--- config.mk ---
export PLATFORM = sky130hd
export DESIGN_NAME = trailing_blank_line_trimmer_flat
export DESIGN_NICKNAME = d
export VERILOG_FILES = /design/src/hdl/tbt_pkg.sv /design/src/hdl/tbt_if.sv /design/src/hdl/tbt_ram.sv /design/src/hdl/tbt_datapath.sv /design/src/hdl/tbt_ctrl.sv /design/src/hdl/trailing_blank_line_trimmer.sv /design/src/flat_wrapper.sv
export SDC_FILE = /design/constraint.sdc
export NUM_CORES = 1
export LEC_CHECK = 0
export ABC_AREA = 0
export BUFFER_PORTS_ARGS = -buffer_cell sky130_fd_sc_hd__buf_2
export CORE_MARGIN = 2
export CORE_UTILIZATION = 45
export DETAILED_ROUTE_END_ITERATION = 10
export GPL_ROUTABILITY_DRIVEN = 0
export HOLD_SLACK_MARGIN = 0.02
export PLACE_DENSITY = 0.59
export SLEW_MARGIN = 20
export SYNTH_ARGS = -nofsm -noshare
export SYNTH_HDL_FRONTEND = slang
export SYNTH_SLANG_ARGS = --single-unit
export TNS_END_PERCENT = 20
--- constraint.sdc ---
create_clock -name clk -period 8.6 [get_ports clk]
set_input_delay 0 -clock clk [delete_from_list [all_inputs] [get_ports clk]]
set_output_delay 0 -clock clk [all_outputs]
set_load 0.1 [all_outputs]
--- src/hdl/tbt_pkg.sv ---
// Shared types and constants for the trailing blank line trimmer.
`timescale 1ns / 1ps
package tbt_pkg;

	localparam int CHAR_W    = 8;
	localparam int LIMIT_W   = 7;
	localparam int LINE_NO_W = 16;

	localparam logic [CHAR_W-1:0]    CH_SPACE    = 8'h20;
	localparam logic [CHAR_W-1:0]    CH_TAB      = 8'h09;
	localparam logic [CHAR_W-1:0]    CH_NEWLINE  = 8'h0A;
	localparam logic [CHAR_W-1:0]    CH_NULL     = 8'h00;
	localparam logic [LIMIT_W-1:0]   LIMIT_RESET = 7'd64;
	localparam logic [LIMIT_W-1:0]   LIMIT_MIN   = 7'd2;
	localparam logic [LINE_NO_W-1:0] LINE_NO_MAX = 16'hFFFF;

	// Controller states
	typedef enum logic [1:0] {
		ST_RUN,
		ST_EMIT,
		ST_ERR,
		ST_HALT
	} state_t;

	// Commands from controller to datapath
	typedef struct packed {
		logic store;        // buffer the incoming character
		logic finish;       // close the line: bump line number, clear counts
		logic start_replay; // reset replay index, read first entry
		logic emit_char;    // load buffered character into output, read next
		logic emit_nl;      // load closing newline into output
		logic emit_err;     // load error result into output
	} cmd_t;

	// Status from datapath to controller
	typedef struct packed {
		logic is_newline;
		logic overflow;
		logic fill_nz;
		logic kept_nz;
		logic idx_done;
		logic slot_free;
	} sts_t;

endpackage

--- src/hdl/tbt_if.sv ---
// Valid/ready channel interfaces for characters in and results out.
`timescale 1ns / 1ps
interface tbt_in_if import tbt_pkg::*; ();
	logic              valid;
	logic              ready;
	logic [CHAR_W-1:0] char_in;
	logic              end_of_input;

	modport source (output valid, output char_in, output end_of_input, input ready);
	modport sink   (input valid, input char_in, input end_of_input, output ready);
endinterface

interface tbt_out_if import tbt_pkg::*; ();
	logic                 valid;
	logic                 ready;
	logic [CHAR_W-1:0]    out_char;
	logic                 is_error;
	logic [LINE_NO_W-1:0] error_line;
	logic                 last_of_run;

	modport source (output valid, output out_char, output is_error, output error_line,
		output last_of_run, input ready);
	modport sink   (input valid, input out_char, input is_error, input error_line,
		input last_of_run, output ready);
endinterface

--- src/hdl/tbt_ram.sv ---
// Generic single-write, single-read RAM with registered read data.
`timescale 1ns / 1ps
module tbt_ram #(
	parameter int WIDTH = 8,
	parameter int DEPTH = 64
) (
	input  logic                     clk,
	input  logic                     we,
	input  logic [$clog2(DEPTH)-1:0] waddr,
	input  logic [WIDTH-1:0]         wdata,
	input  logic                     re,
	input  logic [$clog2(DEPTH)-1:0] raddr,
	output logic [WIDTH-1:0]         rdata
);

	logic [WIDTH-1:0] mem_q [DEPTH];

	// Write port
	always_ff @(posedge clk) begin
		if (we) begin
			mem_q[waddr] <= wdata;
		end
	end

	// Read port, hold data when not reading
	always_ff @(posedge clk) begin
		if (re) begin
			rdata <= mem_q[raddr];
		end
	end

endmodule

--- src/hdl/tbt_datapath.sv ---
// Line buffer, counters, limit register and output register of the trimmer.
`timescale 1ns / 1ps
module tbt_datapath import tbt_pkg::*; #(
	parameter int MAX_LINE = 64
) (
	input  logic                 clk,
	input  logic                 arst_n,
	input  logic                 cfg_we,
	input  logic [LIMIT_W-1:0]   cfg_wdata,
	input  logic [CHAR_W-1:0]    char_in,
	input  cmd_t                 cmd,
	output sts_t                 sts,
	input  logic                 out_ready,
	output logic                 out_valid,
	output logic [CHAR_W-1:0]    out_char,
	output logic                 out_is_error,
	output logic [LINE_NO_W-1:0] out_error_line,
	output logic                 out_last
);

	localparam int CNT_W  = $clog2(MAX_LINE + 1);
	localparam int ADDR_W = $clog2(MAX_LINE);
	localparam int CMP_W  = LIMIT_W + 1;

	logic [LIMIT_W-1:0]   limit_q;
	logic [CNT_W-1:0]     fill_q;
	logic [CNT_W-1:0]     kept_q;
	logic [CNT_W-1:0]     idx_q;
	logic [LINE_NO_W-1:0] line_no_q;
	logic                 ovalid_q;

	logic [CNT_W-1:0]     fill_nxt;
	logic [CNT_W-1:0]     idx_nxt;
	logic [CMP_W-1:0]     fill_ext;
	logic [CMP_W-1:0]     eff_limit;
	logic [LINE_NO_W-1:0] line_no_inc;
	logic [CHAR_W-1:0]    rdata;
	logic                 ram_re;
	logic [ADDR_W-1:0]    ram_raddr;
	logic                 is_blank;

	assign fill_nxt    = fill_q + 1'b1;
	assign idx_nxt     = idx_q + 1'b1;
	assign fill_ext    = CMP_W'(fill_q);
	assign line_no_inc = (line_no_q == LINE_NO_MAX) ? line_no_q : line_no_q + 1'b1;
	assign is_blank    = (char_in == CH_SPACE) || (char_in == CH_TAB);

	// Clamp the configured limit to the supported range
	always_comb begin
		priority if (limit_q < LIMIT_MIN) begin
			eff_limit = CMP_W'(LIMIT_MIN);
		end else if (CMP_W'(limit_q) > CMP_W'(MAX_LINE)) begin
			eff_limit = CMP_W'(MAX_LINE);
		end else begin
			eff_limit = CMP_W'(limit_q);
		end
	end

	// Status toward the controller
	assign sts.is_newline = (char_in == CH_NEWLINE);
	assign sts.overflow   = (fill_ext + 1'b1 >= eff_limit) || (fill_ext >= CMP_W'(MAX_LINE));
	assign sts.fill_nz    = (fill_q != '0);
	assign sts.kept_nz    = (kept_q != '0);
	assign sts.idx_done   = (idx_q == kept_q);
	assign sts.slot_free  = !ovalid_q || out_ready;

	// Line buffer: write at fill position, replay from index
	assign ram_re    = cmd.start_replay || cmd.emit_char;
	assign ram_raddr = cmd.start_replay ? '0 : idx_nxt[ADDR_W-1:0];

	tbt_ram #(
		.WIDTH (CHAR_W),
		.DEPTH (MAX_LINE)
	) u_line_store (
		.clk   (clk),
		.we    (cmd.store),
		.waddr (fill_q[ADDR_W-1:0]),
		.wdata (char_in),
		.re    (ram_re),
		.raddr (ram_raddr),
		.rdata (rdata)
	);

	// Limit register
	always_ff @(posedge clk or negedge arst_n) begin
		if (!arst_n) begin
			limit_q <= LIMIT_RESET;
		end else if (cfg_we) begin
			limit_q <= cfg_wdata;
		end
	end

	// Fill and kept counts, line number, replay index
	always_ff @(posedge clk or negedge arst_n) begin
		if (!arst_n) begin
			fill_q    <= '0;
			kept_q    <= '0;
			idx_q     <= '0;
			line_no_q <= '0;
		end else begin
			if (cmd.store) begin
				fill_q <= fill_nxt;
				if (!is_blank) begin
					kept_q <= fill_nxt;
				end
			end
			if (cmd.finish) begin
				fill_q    <= '0;
				kept_q    <= '0;
				line_no_q <= line_no_inc;
			end
			if (cmd.start_replay) begin
				idx_q <= '0;
			end else if (cmd.emit_char) begin
				idx_q <= idx_nxt;
			end
		end
	end

	// Output valid: set on load, drop when taken
	always_ff @(posedge clk or negedge arst_n) begin
		if (!arst_n) begin
			ovalid_q <= 1'b0;
		end else if (cmd.emit_char || cmd.emit_nl || cmd.emit_err) begin
			ovalid_q <= 1'b1;
		end else if (out_ready) begin
			ovalid_q <= 1'b0;
		end
	end

	// Output payload
	always_ff @(posedge clk) begin
		if (cmd.emit_char) begin
			out_char       <= rdata;
			out_is_error   <= 1'b0;
			out_error_line <= '0;
			out_last       <= 1'b0;
		end else if (cmd.emit_nl) begin
			out_char       <= CH_NEWLINE;
			out_is_error   <= 1'b0;
			out_error_line <= '0;
			out_last       <= 1'b1;
		end else if (cmd.emit_err) begin
			out_char       <= CH_NULL;
			out_is_error   <= 1'b1;
			out_error_line <= line_no_inc;
			out_last       <= 1'b1;
		end
	end

	assign out_valid = ovalid_q;

endmodule

--- src/hdl/tbt_ctrl.sv ---
// Controller state machine: accept, replay, error and halt sequencing.
`timescale 1ns / 1ps
module tbt_ctrl import tbt_pkg::*; (
	input  logic clk,
	input  logic arst_n,
	input  logic in_valid,
	input  logic end_of_input,
	output logic in_ready,
	input  sts_t sts,
	output cmd_t cmd
);

	state_t state_q, state_nxt;
	logic   halt_after_q, halt_after_nxt;

	// State register
	always_ff @(posedge clk or negedge arst_n) begin
		if (!arst_n) begin
			state_q      <= ST_RUN;
			halt_after_q <= 1'b0;
		end else begin
			state_q      <= state_nxt;
			halt_after_q <= halt_after_nxt;
		end
	end

	// Next state and commands
	always_comb begin
		state_nxt      = state_q;
		halt_after_nxt = halt_after_q;
		cmd            = '0;
		in_ready       = 1'b0;
		unique case (state_q)
			ST_RUN: begin
				in_ready = 1'b1;
				if (in_valid) begin
					priority if (end_of_input) begin
						if (sts.kept_nz) begin
							cmd.start_replay = 1'b1;
							halt_after_nxt   = 1'b1;
							state_nxt        = ST_EMIT;
						end else begin
							cmd.finish = sts.fill_nz;
							state_nxt  = ST_HALT;
						end
					end else if (sts.is_newline) begin
						if (sts.kept_nz) begin
							cmd.start_replay = 1'b1;
							halt_after_nxt   = 1'b0;
							state_nxt        = ST_EMIT;
						end else begin
							cmd.finish = 1'b1;
						end
					end else if (sts.overflow) begin
						state_nxt = ST_ERR;
					end else begin
						cmd.store = 1'b1;
					end
				end
			end
			ST_EMIT: begin
				// Replay one buffered character per free output slot, then newline
				if (sts.slot_free) begin
					if (!sts.idx_done) begin
						cmd.emit_char = 1'b1;
					end else begin
						cmd.emit_nl = 1'b1;
						cmd.finish  = 1'b1;
						state_nxt   = halt_after_q ? ST_HALT : ST_RUN;
					end
				end
			end
			ST_ERR: begin
				if (sts.slot_free) begin
					cmd.emit_err = 1'b1;
					state_nxt    = ST_HALT;
				end
			end
			ST_HALT: begin
				// Drop everything until reset
				in_ready = 1'b1;
			end
			default: begin
				state_nxt = ST_HALT;
			end
		endcase
	end

endmodule

--- src/hdl/trailing_blank_line_trimmer.sv ---
// Top level of the trailing blank line trimmer.
// A character item, or an end-of-input item that closes nothing, is taken
// without holding the input. A newline, or end of input, that closes a line with
// visible characters holds the input while the line replays through the single
// read port of the line buffer, one result per cycle while the result channel
// does not stall; a blank line closes without holding the input. An overlong line
// gives one error transaction, after which the block, as after end of input,
// drops all input until reset. A result may wait in the output register while
// the next character transaction is taken. The user must write line_limit
// through cfg_we/cfg_wdata only while the block is idle; the block does not enforce it.
`timescale 1ns / 1ps
module trailing_blank_line_trimmer import tbt_pkg::*; #(
	parameter int MAX_LINE = 64
) (
	input  logic               clk,
	input  logic               arst_n,
	input  logic               cfg_we,
	input  logic [LIMIT_W-1:0] cfg_wdata,
	tbt_in_if.sink             char_chan,
	tbt_out_if.source          result_chan
);

	cmd_t cmd;
	sts_t sts;

	// Sequencing
	tbt_ctrl u_ctrl (
		.clk          (clk),
		.arst_n       (arst_n),
		.in_valid     (char_chan.valid),
		.end_of_input (char_chan.end_of_input),
		.in_ready     (char_chan.ready),
		.sts          (sts),
		.cmd          (cmd)
	);

	// Buffer, counters and output register
	tbt_datapath #(
		.MAX_LINE (MAX_LINE)
	) u_datapath (
		.clk            (clk),
		.arst_n         (arst_n),
		.cfg_we         (cfg_we),
		.cfg_wdata      (cfg_wdata),
		.char_in        (char_chan.char_in),
		.cmd            (cmd),
		.sts            (sts),
		.out_ready      (result_chan.ready),
		.out_valid      (result_chan.valid),
		.out_char       (result_chan.out_char),
		.out_is_error   (result_chan.is_error),
		.out_error_line (result_chan.error_line),
		.out_last       (result_chan.last_of_run)
	);

endmodule
--- src/flat_wrapper.sv ---
// flat-port wrapper written by rule: the top's interface ports become plain ports
module trailing_blank_line_trimmer_flat import tbt_pkg::*;
#(
	parameter int MAX_LINE = 64
)
  (clk, arst_n, cfg_we, cfg_wdata, char_chan_valid, char_chan_char_in, char_chan_end_of_input, char_chan_ready, result_chan_valid, result_chan_out_char, result_chan_is_error, result_chan_error_line, result_chan_last_of_run, result_chan_ready);
  tbt_in_if char_chan_i ();
  tbt_out_if result_chan_i ();
  input  logic clk;
  input  logic arst_n;
  input  logic cfg_we;
  input  logic [LIMIT_W-1:0] cfg_wdata;
  input wire logic [$bits(char_chan_i.valid)-1:0] char_chan_valid;
  input wire logic [$bits(char_chan_i.char_in)-1:0] char_chan_char_in;
  input wire logic [$bits(char_chan_i.end_of_input)-1:0] char_chan_end_of_input;
  output wire logic [$bits(char_chan_i.ready)-1:0] char_chan_ready;
  output wire logic [$bits(result_chan_i.valid)-1:0] result_chan_valid;
  output wire logic [$bits(result_chan_i.out_char)-1:0] result_chan_out_char;
  output wire logic [$bits(result_chan_i.is_error)-1:0] result_chan_is_error;
  output wire logic [$bits(result_chan_i.error_line)-1:0] result_chan_error_line;
  output wire logic [$bits(result_chan_i.last_of_run)-1:0] result_chan_last_of_run;
  input wire logic [$bits(result_chan_i.ready)-1:0] result_chan_ready;
  assign char_chan_i.valid = char_chan_valid;
  assign char_chan_i.char_in = char_chan_char_in;
  assign char_chan_i.end_of_input = char_chan_end_of_input;
  assign char_chan_ready = char_chan_i.ready;
  assign result_chan_valid = result_chan_i.valid;
  assign result_chan_out_char = result_chan_i.out_char;
  assign result_chan_is_error = result_chan_i.is_error;
  assign result_chan_error_line = result_chan_i.error_line;
  assign result_chan_last_of_run = result_chan_i.last_of_run;
  assign result_chan_i.ready = result_chan_ready;
  trailing_blank_line_trimmer #(.MAX_LINE(MAX_LINE)) u_core (.clk(clk), .arst_n(arst_n), .cfg_we(cfg_we), .cfg_wdata(cfg_wdata), .char_chan(char_chan_i), .result_chan(result_chan_i));
endmodule
Word level (Yosys, flattened, before mapping)
Memory sizes are Yosys's and may differ from the RTL's. A register that Yosys moved wholly into a read port is not among the register bits. Cells that the tools add are included.

Flip-flop bits (word level): 74. Bits in writable memories: 512. Output and inout port bits: 28. Word-level logic and storage cells: 113. Memories: 1.

Memory list: u_core.u_datapath.u_line_store.mem_q (depth 64, width 8, read ports 1, clocked after memory_dff 1, write ports 1, line tbt_ram.sv:16) `logic [WIDTH-1:0] mem_q [DEPTH];`.

Add/sub/neg operators: 4. Magnitude comparators: 4. Eq/ne operators: 15. Muxes and demuxes: 55. Reduce and logical (&&, ||, !) cells: 22.

Operator list (count): 2-to-1 mux 7 bit (8); 2-to-1 mux 8 bit (4); 2-to-1 mux 2 bit (14); 2-to-1 mux 1 bit (24); adder 16 x 1 -> 16 bit, second input constant (1); equality test 16 bit, second input constant (1); equality test 8 x 4 -> 1 bit, second input constant (2); 2-to-1 mux 16 bit (1); adder 7 x 1 -> 7 bit, second input constant (2); nonzero test 7 bit (2); nonzero test 2 bit (5); adder 7 x 1 -> 8 bit, second input constant (1); equality test 8 x 6 -> 1 bit, second input constant (1); >= comparator 8 bit (1); equality test 7 bit (1); >= comparator 7 bit, second input constant (1); greater-than comparator 7 bit, second input constant (1); less-than comparator 7 x 2 -> 1 bit, second input constant (1); AND reduction 7 bit (1); logical OR 1 bit (6); 2-to-1 mux 6 bit (1); != test 2 x 1 -> 1 bit, second input constant (3); case mux 2 bit (3 select lines) (1); nonzero test 3 bit (2); 12 further kinds (15).

Longest topological paths before layout
Gate-level depths: netlist of the first run.

Word-level depth: 12. Gate-level depth with buffers: 13. Depth with buffers taken out: 12.

Cells and area by module
A second synthesis of the first run with hierarchy kept.

Cell total of the unflattened synthesis: 1349. Area, all modules: 24238.2 um2.

By module, submodules not included: tbt_ram (times used 1, cells an instance 940, area each 20246.9 um2, sequential area each 15615.0 um2); tbt_datapath (times used 1, cells an instance 373, area each 3639.7 um2, sequential area each 1727.9 um2); tbt_ctrl (times used 1, cells an instance 36, area each 351.6 um2, sequential area each 75.1 um2).

Worst setup path after synthesis of the first run
OpenSTA, ideal clock, no wires.

Kind: register to register. Start point: reg u_core.u_datapath.limit_q[2]. End point: mem u_core.u_datapath.u_line_store.mem_q[43][0], enable pin. Setup time: 0.371 ns. Data arrival time: 3.353 ns. Data required time: 8.229 ns. Slack: 4.876 ns. Cell stages (with the launch flop): 14. Clock period less this slack: 3.724 ns. Cells stage by stage: dfrtp_1 > nor4_1 > nand2b_1 > and3_1 > ha_1 > nand2b_1 > a21o_1 > a21o_1 > a211oi_2 > o21bai_1 > a211oi_2 > buf_2 > nand4_1 > nor2_1.

Cells in the longest elaborated chain, start to end: 12. Elaborated cells on any way between the ends: 13.

RTL lines: start, declared (line tbt_datapath.sv:25) `logic [LIMIT_W-1:0] limit_q;`; start signal, assigned (line tbt_datapath.sv:89) `limit_q <= cfg_wdata;`; greater-than comparator 7 bit (line tbt_datapath.sv:52) `end else if (CMP_W'(limit_q) > CMP_W'(MAX_LINE)) begin`; 2-to-1 mux 7 bit (line tbt_datapath.sv:52); 2-to-1 mux 8 bit (*) (line tbt_datapath.sv:50) `priority if (limit_q < LIMIT_MIN) begin`; >= comparator 8 bit (*) (line tbt_datapath.sv:61) `assign sts.overflow = (fill_ext + 1'b1 >= eff_limit) || (fill_ext >= CMP_W'(MAX_LINE));`; logical OR 1 bit (*) (line tbt_datapath.sv:61); 2-to-1 mux 1 bit (*) (line tbt_ctrl.sv:54) `end else if (sts.overflow) begin`; 2-to-1 mux 1 bit (*) (line tbt_ctrl.sv:46) `end else if (sts.is_newline) begin`; 2-to-1 mux 1 bit (*) (line tbt_ctrl.sv:37) `priority if (end_of_input) begin`; 2-to-1 mux 3 bit (*) (line tbt_ctrl.sv:36) `if (in_valid) begin`; 2-to-1 mux 1 bit (*) (line tbt_ctrl.sv:33) `unique case (state_q)`; 2-to-1 mux 1 bit (*) (line tbt_ram.sv:20) `if (we) begin`; 2-to-1 mux 1 bit (implied by the code) (*) (line tbt_ram.sv:21) `mem_q[waddr] <= wdata;`; end, declared (line tbt_ram.sv:16).

Every way passes the cells marked *; elsewhere a longest branch is shown, timed or not.

Worst setup path after layout of the first run
Start point: reg u_core.u_datapath.fill_q[3]. End point: mem u_core.u_datapath.u_line_store.mem_q[59][2], enable pin.

Cells in the longest elaborated chain, start to end: 10. Elaborated cells on any way between the ends: 11.

RTL lines: start, declared (line tbt_datapath.sv:26) `logic [CNT_W-1:0] fill_q;`; start signal, assigned (line tbt_datapath.sv:102) `fill_q <= fill_nxt;`; adder 7 x 1 -> 8 bit (line tbt_datapath.sv:61); >= comparator 8 bit (line tbt_datapath.sv:61); logical OR 1 bit (line tbt_datapath.sv:61); 2-to-1 mux 1 bit (line tbt_ctrl.sv:54); 2-to-1 mux 1 bit (line tbt_ctrl.sv:46); 2-to-1 mux 1 bit (line tbt_ctrl.sv:37); 2-to-1 mux 3 bit (line tbt_ctrl.sv:36); 2-to-1 mux 1 bit (line tbt_ctrl.sv:33); 2-to-1 mux 1 bit (line tbt_ram.sv:20); 2-to-1 mux 1 bit (implied by the code) (line tbt_ram.sv:21).

Several ways; a longest one is shown, not always the timed one.

==> results of run 1 <==
worst max-delay path, stage by stage (launching register included):
cell and delay [ns]:
dfrtp_1 0.55, nand3_1 0.55, nor2_1 0.37, xnor2_1 0.13, ha_1 0.21, or3_1 0.47, a211oi_2 0.82, nand4_1 1.05
nor2_1 0.94
area by class of cell:
class | instances | share of cell area
sequential | 594 | 0.622
multi-input combinational | 906 | 0.240
clock buffer | 66 | 0.0544
tap | 696 | 0.0311
timing repair buffer | 108 | 0.0270
clock inverter | 45 | 0.0229
inverter | 17 | 0.00232
logic make-up (layout without fill, tap and decap cells):
| family | count (synthesis) | in the layout |
|---|---|---|
| muxes | 143 | 143 |
| and+or+nand+nor | 389 | 389 |
| xor gates and xnor gates | 44 | 44 |
| buffers and inverters | 119 | 236 |
| adders and majority gates | 14 | 14 |
| DFF | 594 | 594 |
| AOI/OAI and AO/OA | 316 | 316 |
layer usage:
layer | wire length, um | up-vias | share of wire
li1 | - | 6426 | -
met5 | 0 | - | 0
met2 | 30200 | 706 | 0.46
met3 | 5550 | 124 | 0.084
met1 | 28200 | 7525 | 0.43
met4 | 2100 | 0 | 0.032
synthesized netlist by cell type, types with 3 or more instances:
cell type	n	area, um^2
a211oi_1	8	60.1
a21o_1	9	67.6
a21oi_1	79	395
a221o_1	11	110
a221oi_1	13	114
a22o_1	3	26.3
a22oi_1	3	22.5
a2bb2oi_1	4	35.0
a311oi_1	6	52.6
a31oi_1	22	138
a32oi_1	3	26.3
and2_0	3	18.8
and2_1	18	113
and3_1	7	43.8
and4_1	4	35.0
buf_1	13	48.8
buf_2	43	215
clkbuf_1	44	165
dfrtp_1	47	1180
dfxtp_1	18	360
edfxtp_1	528	15900
ha_1	14	175
inv_1	16	60.1
mux2_2	30	338
mux2i_1	48	480
mux4_2	65	1460
nand2_1	120	450
nand2b_1	7	43.8
nand3_1	34	170
nand4_1	15	93.8
nor2_1	146	548
nor3_1	12	60.1
nor4_1	4	25.0
o211a_1	3	30.0
o211ai_1	14	105
o21a_1	3	22.5
o21ai_0	75	375
o21ai_1	5	25.0
o221ai_1	16	140
o22ai_1	16	100
or2_2	3	18.8
or3_1	7	43.8
xnor2_1	22	193
xor2_1	22	193
state kept, by name (all words and copies together), names as in the netlist, 2 cells and up:
| signal | count |
|---|---|
| u_core.u_ctrl.state_q | 2 |
| u_core.u_datapath.fill_q | 7 |
| u_core.u_datapath.idx_q | 7 |
| u_core.u_datapath.kept_q | 7 |
| u_core.u_datapath.limit_q | 7 |
| u_core.u_datapath.line_no_q | 16 |
| u_core.u_datapath.out_char | 8 |
| u_core.u_datapath.out_error_line | 16 |
| u_core.u_datapath.u_line_store.mem_q | 512 |
| u_core.u_datapath.u_line_store.rdata | 8 |
placed cells by master (no fill, tap or decap), types with 46 or more instances in the layout:
cell type	n
nand2_1	120
clkbuf_16	60
buf_2	48
dfrtp_1	46
nor2_1	145
mux2i_1	48
o21ai_0	75
a21oi_1	79
mux4_2	65
edfxtp_1	528
power by group:
group          internal, uW  switching, uW  leakage [uW]
registers              3140           2.15       0.00549
clock network          1750           1110       0.00104
logic                  26.3           72.7       0.00260
total                  4920           1180       0.00913
per-stage QoR:
| stage | setup slack, ns | hold slack [ns] |
|---|---|---|
| 4_1_cts | 3.10 | 0.0200 |
| 2_1_floorplan | 4.88 | -0.296 |
| 3_3_place_gp | 3.20 | 0.146 |
| 6_report | 3.14 | 0.0171 |
| 3_5_place_dp | 3.16 | 0.148 |
| 5_1_grt | 2.75 | 0.0745 |
final timing paths:
check                                                              endpoint                                  from  slack [ns]  depth (start not counted)
worst max-delay path            u_core.u_datapath.u_line_store.mem_q[59][2]           u_core.u_datapath.fill_q[3]        3.14                          8
worst min-delay path                           u_core.u_datapath.limit_q[4]                                arst_n        0.02                          3
worst max register to register  u_core.u_datapath.u_line_store.mem_q[59][2]           u_core.u_datapath.fill_q[3]        3.14                          8
worst min register to register         u_core.u_datapath.out_error_line[13]  u_core.u_datapath.out_error_line[13]        0.44                          1
max in group asynchronous                        u_core.u_datapath.idx_q[0]                                arst_n        8.09                          3
min in group clk                                   u_core.u_ctrl.state_q[1]                       char_chan_valid        0.05                          5
==> out/results.ini, run 1 <==
[global_route]
grtUsageMet3 = 0.0443
grtUsageMet1 = 0.343
grt_use_total = 0.236
grt_pass1_vias = 14500
busiest_layer = met2
overflow = 0
antenna_found_initial = 0
grt_max_degree = 66
grt_util_met2 = 0.364
grt_pass1_wl_um = 98400

[synthesis]
synth-simple-area-share = 0.0706
synthMuxAreaShare = 0.0928
ys_ff_latch = 594
async_flop_share = 0.0808
synthAdderAreaFrac = 0.00712
synth_top_family_by_area = multiplexers
synth-xor-area-share = 0.0157
synth_cells = 1619
syn_avg_cell_area_um2 = 15.2
syn-cell-area_mm2 = 0.0246
synthFlopType = edfxtp_1
syn_nets = 1654
synth-seq-area-share = 0.708
synth_compound_area_frac = 0.0849
ys_warn_count = 0
synth_edf_count = 528
synth_cell_types = 74

[die]
die_h_um = 238
core.rowCount = 85
core_area_mm2 = 0.0539
design.die.area_mm2 = 0.0566
die_w_um = 238
start_util = 0.456
boundaryPins = 49

[cts]
cts_made_buffers = 60
root_buffer = clkbuf_16
path_clk_slew_ns = 0.06
cts.sinks = 594
post_cts_buffers = 0
cts_tree = yes
htreeDepth = 2
cts_hold_buf = 26
worstSkewPairLatency_ns = 0.63
ctsResizeCount = 0
clock_path_buffers = 3

[layout]
final_cells = 2432
nNetsFinal = 1722
seq_area_mm2 = 0.0174
antennaDiodeCount = 0
final_cell_area_mm2 = 0.0280
multiInputGateArea_mm2 = 0.00673
drive_above_1_share = 0.169
fillers = 4454
syn_to_final_growth_pct = 13.9
fin_util = 0.519

[timing]
slew-limit-headroom = 0.238
tightest_slew_ns = 1.14
setup_viol = 0
clock-skew-final_ns = 0.0228
fmax_ghz = 0.183
report.final.hold_viol_count = 0
rsz0062_at_grt = false
fin_crit_sh = 0.635
tns_ns = 0
fin_crit_ns = 5.46
maxSlewViolCount = 0

[hold_path]
hold_class = in2async

[placed_design]
port_buffers = 48
place_area_mm2 = 0.0256
hpwl_um = 40500
dp.cells = 2295

[route]
firstDrtPassIters = 5
drt_iter0_drc = 1557
via_per_inst = 6.08
drt_wl_total_um = 66100
postRouteAntennaNets = 0
wl_per_cell_um = 27.2
drc = 0
num_vias = 14800

[power]
p_leak_uw = 0.00913
peakVddDrop_uv = 192
power_density_mw_per_mm2 = 218
power.total_uw = 6100

[job]
timing.max_cap.violations = 0

[worst_setup_path]
cp-end-kind = register
startpoint_type = register
path_class = reg2reg
crit_arrival_ns = 5.72
worstPathRequired_ns = 8.86
path_max_fanout = 14

[run_status]
status = finished clean

Note: power is estimated with default switching activity, not from simulation.
==> run 2, diff against run 1 <==
--- a/config.mk
+++ b/config.mk
@@ -5,14 +5,14 @@
 export SDC_FILE = /design/constraint.sdc
 export NUM_CORES = 1
 export LEC_CHECK = 0
-export ABC_AREA = 0
+export ABC_AREA = 1
 export BUFFER_PORTS_ARGS = -buffer_cell sky130_fd_sc_hd__buf_2
 export CORE_MARGIN = 2
 export CORE_UTILIZATION = 45
 export DETAILED_ROUTE_END_ITERATION = 10
 export GPL_ROUTABILITY_DRIVEN = 0
 export HOLD_SLACK_MARGIN = 0.02
-export PLACE_DENSITY = 0.59
+export PLACE_DENSITY = 0.62
 export SLEW_MARGIN = 20
 export SYNTH_ARGS = -nofsm -noshare
 export SYNTH_HDL_FRONTEND = slang
==> constraint.sdc (replaced) <==
create_clock -name clk -period 5 [get_ports clk]
set_input_delay 0 -clock clk [delete_from_list [all_inputs] [get_ports clk]]
set_output_delay 0 -clock clk [all_outputs]
set_load 0.1 [all_outputs]
==> run 2 against run 1 <==
Net effect: sequential cell count unchanged; power up 61%; worst setup slack worse by 2.4 ns; wire length up 6.5%; register-to-register slack worse by 2.4 ns; clock skew is 0.0024 ns lower; first-iteration DRC count grew 22%; synthesized cell count grew 53%; non-clock buffer count is 28 higher; utilization fell by 0.94 points; critical path type unchanged; critical endpoint is now u_core.u_datapath.u_line_store.mem_q[62][4]; highest routed layer unchanged.
==> out/results.ini, run 2 <==
[worst_setup_path]
crit_arrival_ns = 4.52  ; -1.20 ns
worstPathRequired_ns = 5.25  ; -3.61 ns
path_class = reg2reg
cpLargestDelayFamily = simple AND/OR/NAND/NOR gates
max_stage_delay_ns = 0.72  ; -0.33 ns
startpoint_type = register
path_max_fanout = 8  ; -6
crit_slowest_cell = nor2_1
cp_num_buf_inv = 4  ; +4
cp-end-kind = register
path_cells = inv_1, nor2_1, inv_1, nor2_1, inv_1, o21ai_0, o21a_1, inv_1, ha_1, a21oi_1, o211ai_1, nand3b_1, nor2_2, nand4_4, nor2_4, nand2_1, nor2_1
worst_path_most_repeated_cell = inv_1

[route]
drt_iter0_drc = 1892  ; +22%
num_vias = 18500  ; +25%
wl_per_cell_um = 21.0  ; -23%
firstDrtPassIters = 5  ; unchanged
via_per_inst = 5.51  ; -9.3%
postRouteAntennaNets = 0  ; unchanged
drc = 0  ; unchanged
drt_wl_total_um = 70300  ; +6.5%

[power]
swShare = 0.207  ; +0.0127
p_seq_frac = 0.550  ; +0.035
p_leak_uw = 0.0116  ; +27%
peakVddDrop_uv = 277  ; +44%
p_clk_frac = 0.429  ; -0.040
power.switching_uw = 2040  ; +72%
power_density_mw_per_mm2 = 335  ; +54%
power.total_uw = 9850  ; +61%
combPwrFrac = 0.021  ; +0.005
p_int_uw = 7820  ; +59%

[layout]
reg_top3 = u_core.u_datapath.u_line_store.mem_q x512, u_core.u_datapath.line_no_q x16, u_core.u_datapath.out_error_line x16
antennaDiodeCount = 0  ; unchanged
largest_reg_flops = 512  ; unchanged
final_cell_area_mm2 = 0.0294  ; +5.1%
nNetsFinal = 2575  ; +50%
drive_above_1_share = 0.112  ; -0.0577
top_register = u_core.u_datapath.u_line_store.mem_q
syn_to_final_growth_pct = 11.9
fillers = 5186  ; +16%
final_common_cell = nand2_1
final_cell_mix = 578 x nand2_1, 531 x nand3_1, 528 x edfxtp_1, 230 x inv_1, 127 x nor2_1

[timing]
clock-skew-final_ns = 0.0204  ; -0.00243 ns
tightest_slew_ns = 1.09  ; -0.0453 ns
tns_ns = 0  ; unchanged
setup_viol = 0  ; unchanged
rsz0062_at_grt = false
report.final.hold_viol_count = 0  ; unchanged
fmax_ghz = 0.234  ; +28%
fin_crit_sh = 0.853  ; +0.218
slew-limit-headroom = 0.270  ; +0.0325
maxSlewViolCount = 0  ; unchanged
fin_crit_ns = 4.26  ; -1.20 ns

[cts]
htreeDepth = 2  ; unchanged
root_buffer = clkbuf_16
worstSkewPairLatency_ns = 0.63  ; about the same
post_cts_buffers = 0  ; unchanged
cts_made_buffers = 60  ; unchanged
path_clk_slew_ns = 0.06  ; about the same
cts_tree = yes
clock_path_buffers = 3  ; unchanged
cts.sinks = 594  ; unchanged

[synthesis]
netlist.top_cell.by_area = edfxtp_1
syn_avg_cell_area_um2 = 10.6  ; -30%
synthMuxAreaShare = 0.00171  ; -0.0911
synth_compound_area_frac = 0.0348  ; -0.0502
ys_warn_count = 0  ; unchanged
synth-seq-area-share = 0.662  ; -0.0456
ys_ff_latch = 594  ; unchanged
synth_top_family_by_area = simple AND/OR/NAND/NOR gates
syn-cell-area_mm2 = 0.0263  ; +6.9%
synth_common_cells = 578 x nand2_1, 532 x nand3_1, 528 x edfxtp_1
async_flop_share = 0.0808  ; unchanged
yosysMostFrequentCell = nand2_1
synth_edf_count = 528  ; unchanged
syn_nets = 2517  ; +52%
synth_cell_types = 41  ; -45%
synthFlopType = edfxtp_1
synth-simple-area-share = 0.228  ; +0.158
synth_cells = 2482  ; +53%
yosys.area.top_type_share = 0.603  ; -0.0415
synth-xor-area-share = 0.00600  ; -0.00967
synthAdderAreaFrac = 0.00666  ; -0.000459
ys_top_cells_by_area = edfxtp_1 60%, nand3_1 10%, nand2_1 8.3%

[placed_design]
hpwl_um = 42100  ; +3.9%
port_buffers = 48  ; unchanged
place_area_mm2 = 0.0274  ; +7.0%

[global_route]
overflow = 0  ; unchanged
grt_use_total = 0.236  ; -0.000403
antenna_found_initial = 0  ; unchanged
grt_pass1_vias = 18300  ; +26%
grt_pass1_wl_um = 108000  ; +9.6%
grt_max_degree = 131  ; +98%

[die]
die_w_um = 246  ; +3.3%
design.die.area_mm2 = 0.0604  ; +6.8%
start_util = 0.456  ; -0.000486
die_h_um = 246  ; +3.3%
core.rowCount = 88  ; +3.5%
boundaryPins = 49  ; unchanged
core_area_mm2 = 0.0577  ; +7.0%

[hold_path]
hold_class = in2async

[job]
timing.max_cap.violations = 0  ; unchanged

[run_status]
status = finished clean

[run 2: cell types whose count changed after synthesis, sizes merged, moves of 29 or more]
cell	change
inv	+218
mux2i	-48
buf	+33
a21oi	-70
nand2	+464
mux4	-65
o21ai	-29
or2	+55
nand3	+500
o2111ai	+56
[run 2: worst paths after layout]
kind,start,endpoint,slack [ns],cells past startpoint
setup / recovery,u_core.u_datapath.fill_q[0],u_core.u_datapath.u_line_store.mem_q[62][4],0.74,17
hold / removal,arst_n,u_core.u_datapath.line_no_q[11],0.02,3
setup reg to reg,u_core.u_datapath.fill_q[0],u_core.u_datapath.u_line_store.mem_q[62][4],0.74,17
hold reg to reg,u_core.u_datapath.out_error_line[3],u_core.u_datapath.out_error_line[3],0.46,2
max in group asynchronous,arst_n,u_core.u_datapath.idx_q[0],4.51,3
min in group clk,char_chan_char_in[3],u_core.u_datapath.u_line_store.mem_q[17][3],0.11,2
[run 2: power groups by stage]
stage	clock network, uW	registers (uW)	logic (uW)
6_report	4230	5420	208
5_1_grt	4480	5410	225
4_1_cts	4290	5420	212
3_5_place_dp	0	5520	196
3_3_place_gp	0	5520	194
2_1_floorplan	0	5550	27.1
[run 2: worst min-delay path, delay by kind of cell]
kind                   cells  cell delay [ns]
buffers and inverters      3             1.12
[run 2: what timing repair did]
action,in CTS,in global routing
hold buffers,24,0
endpoints found under the hold margin,78,0
resized for setup,0,0
[run 2: metrics by stage]
stage / util / setup slack, ns / instances / hold slack [ns]
5_1_grt: 0.510 / 0.287 / 3353 / 0.0460
4_1_cts: 0.510 / 0.717 / 3353 / 0.0205
3_5_place_dp: 0.474 / 0.721 / 3219 / 0.161
2_1_floorplan: - / 1.73 / 2482 / -0.296
3_3_place_gp: 0.474 / 0.799 / 3219 / 0.147
6_report: 0.510 / 0.736 / 3353 / 0.0229
[run 2: cells by family after synthesis]
group	after synthesis
simple gates	1341
flops	594
buf+inv	379
compound gates	132
xor+xnor	18
fa+ha+maj	14
mux	4
[run 2: layout make-up]
cell class / count / area [um^2] / area share
Sequential cell: 594 / 17400 / 0.592
Clock inverter: 29 / 201 / 0.00684
Inverter: 239 / 903 / 0.0307
Clock buffer: 81 / 1620 / 0.0551
Tap cell: 765 / 957 / 0.0325
Multi-Input combinational cell: 1509 / 7330 / 0.249
Timing Repair Buffer: 136 / 998 / 0.0339
[run 2: layer usage]
layer	wire, um	track usage
met4	2260	0.0865
met5	0	0
met3	4900	0.0401
met2	33000	0.380
met1	30200	0.322
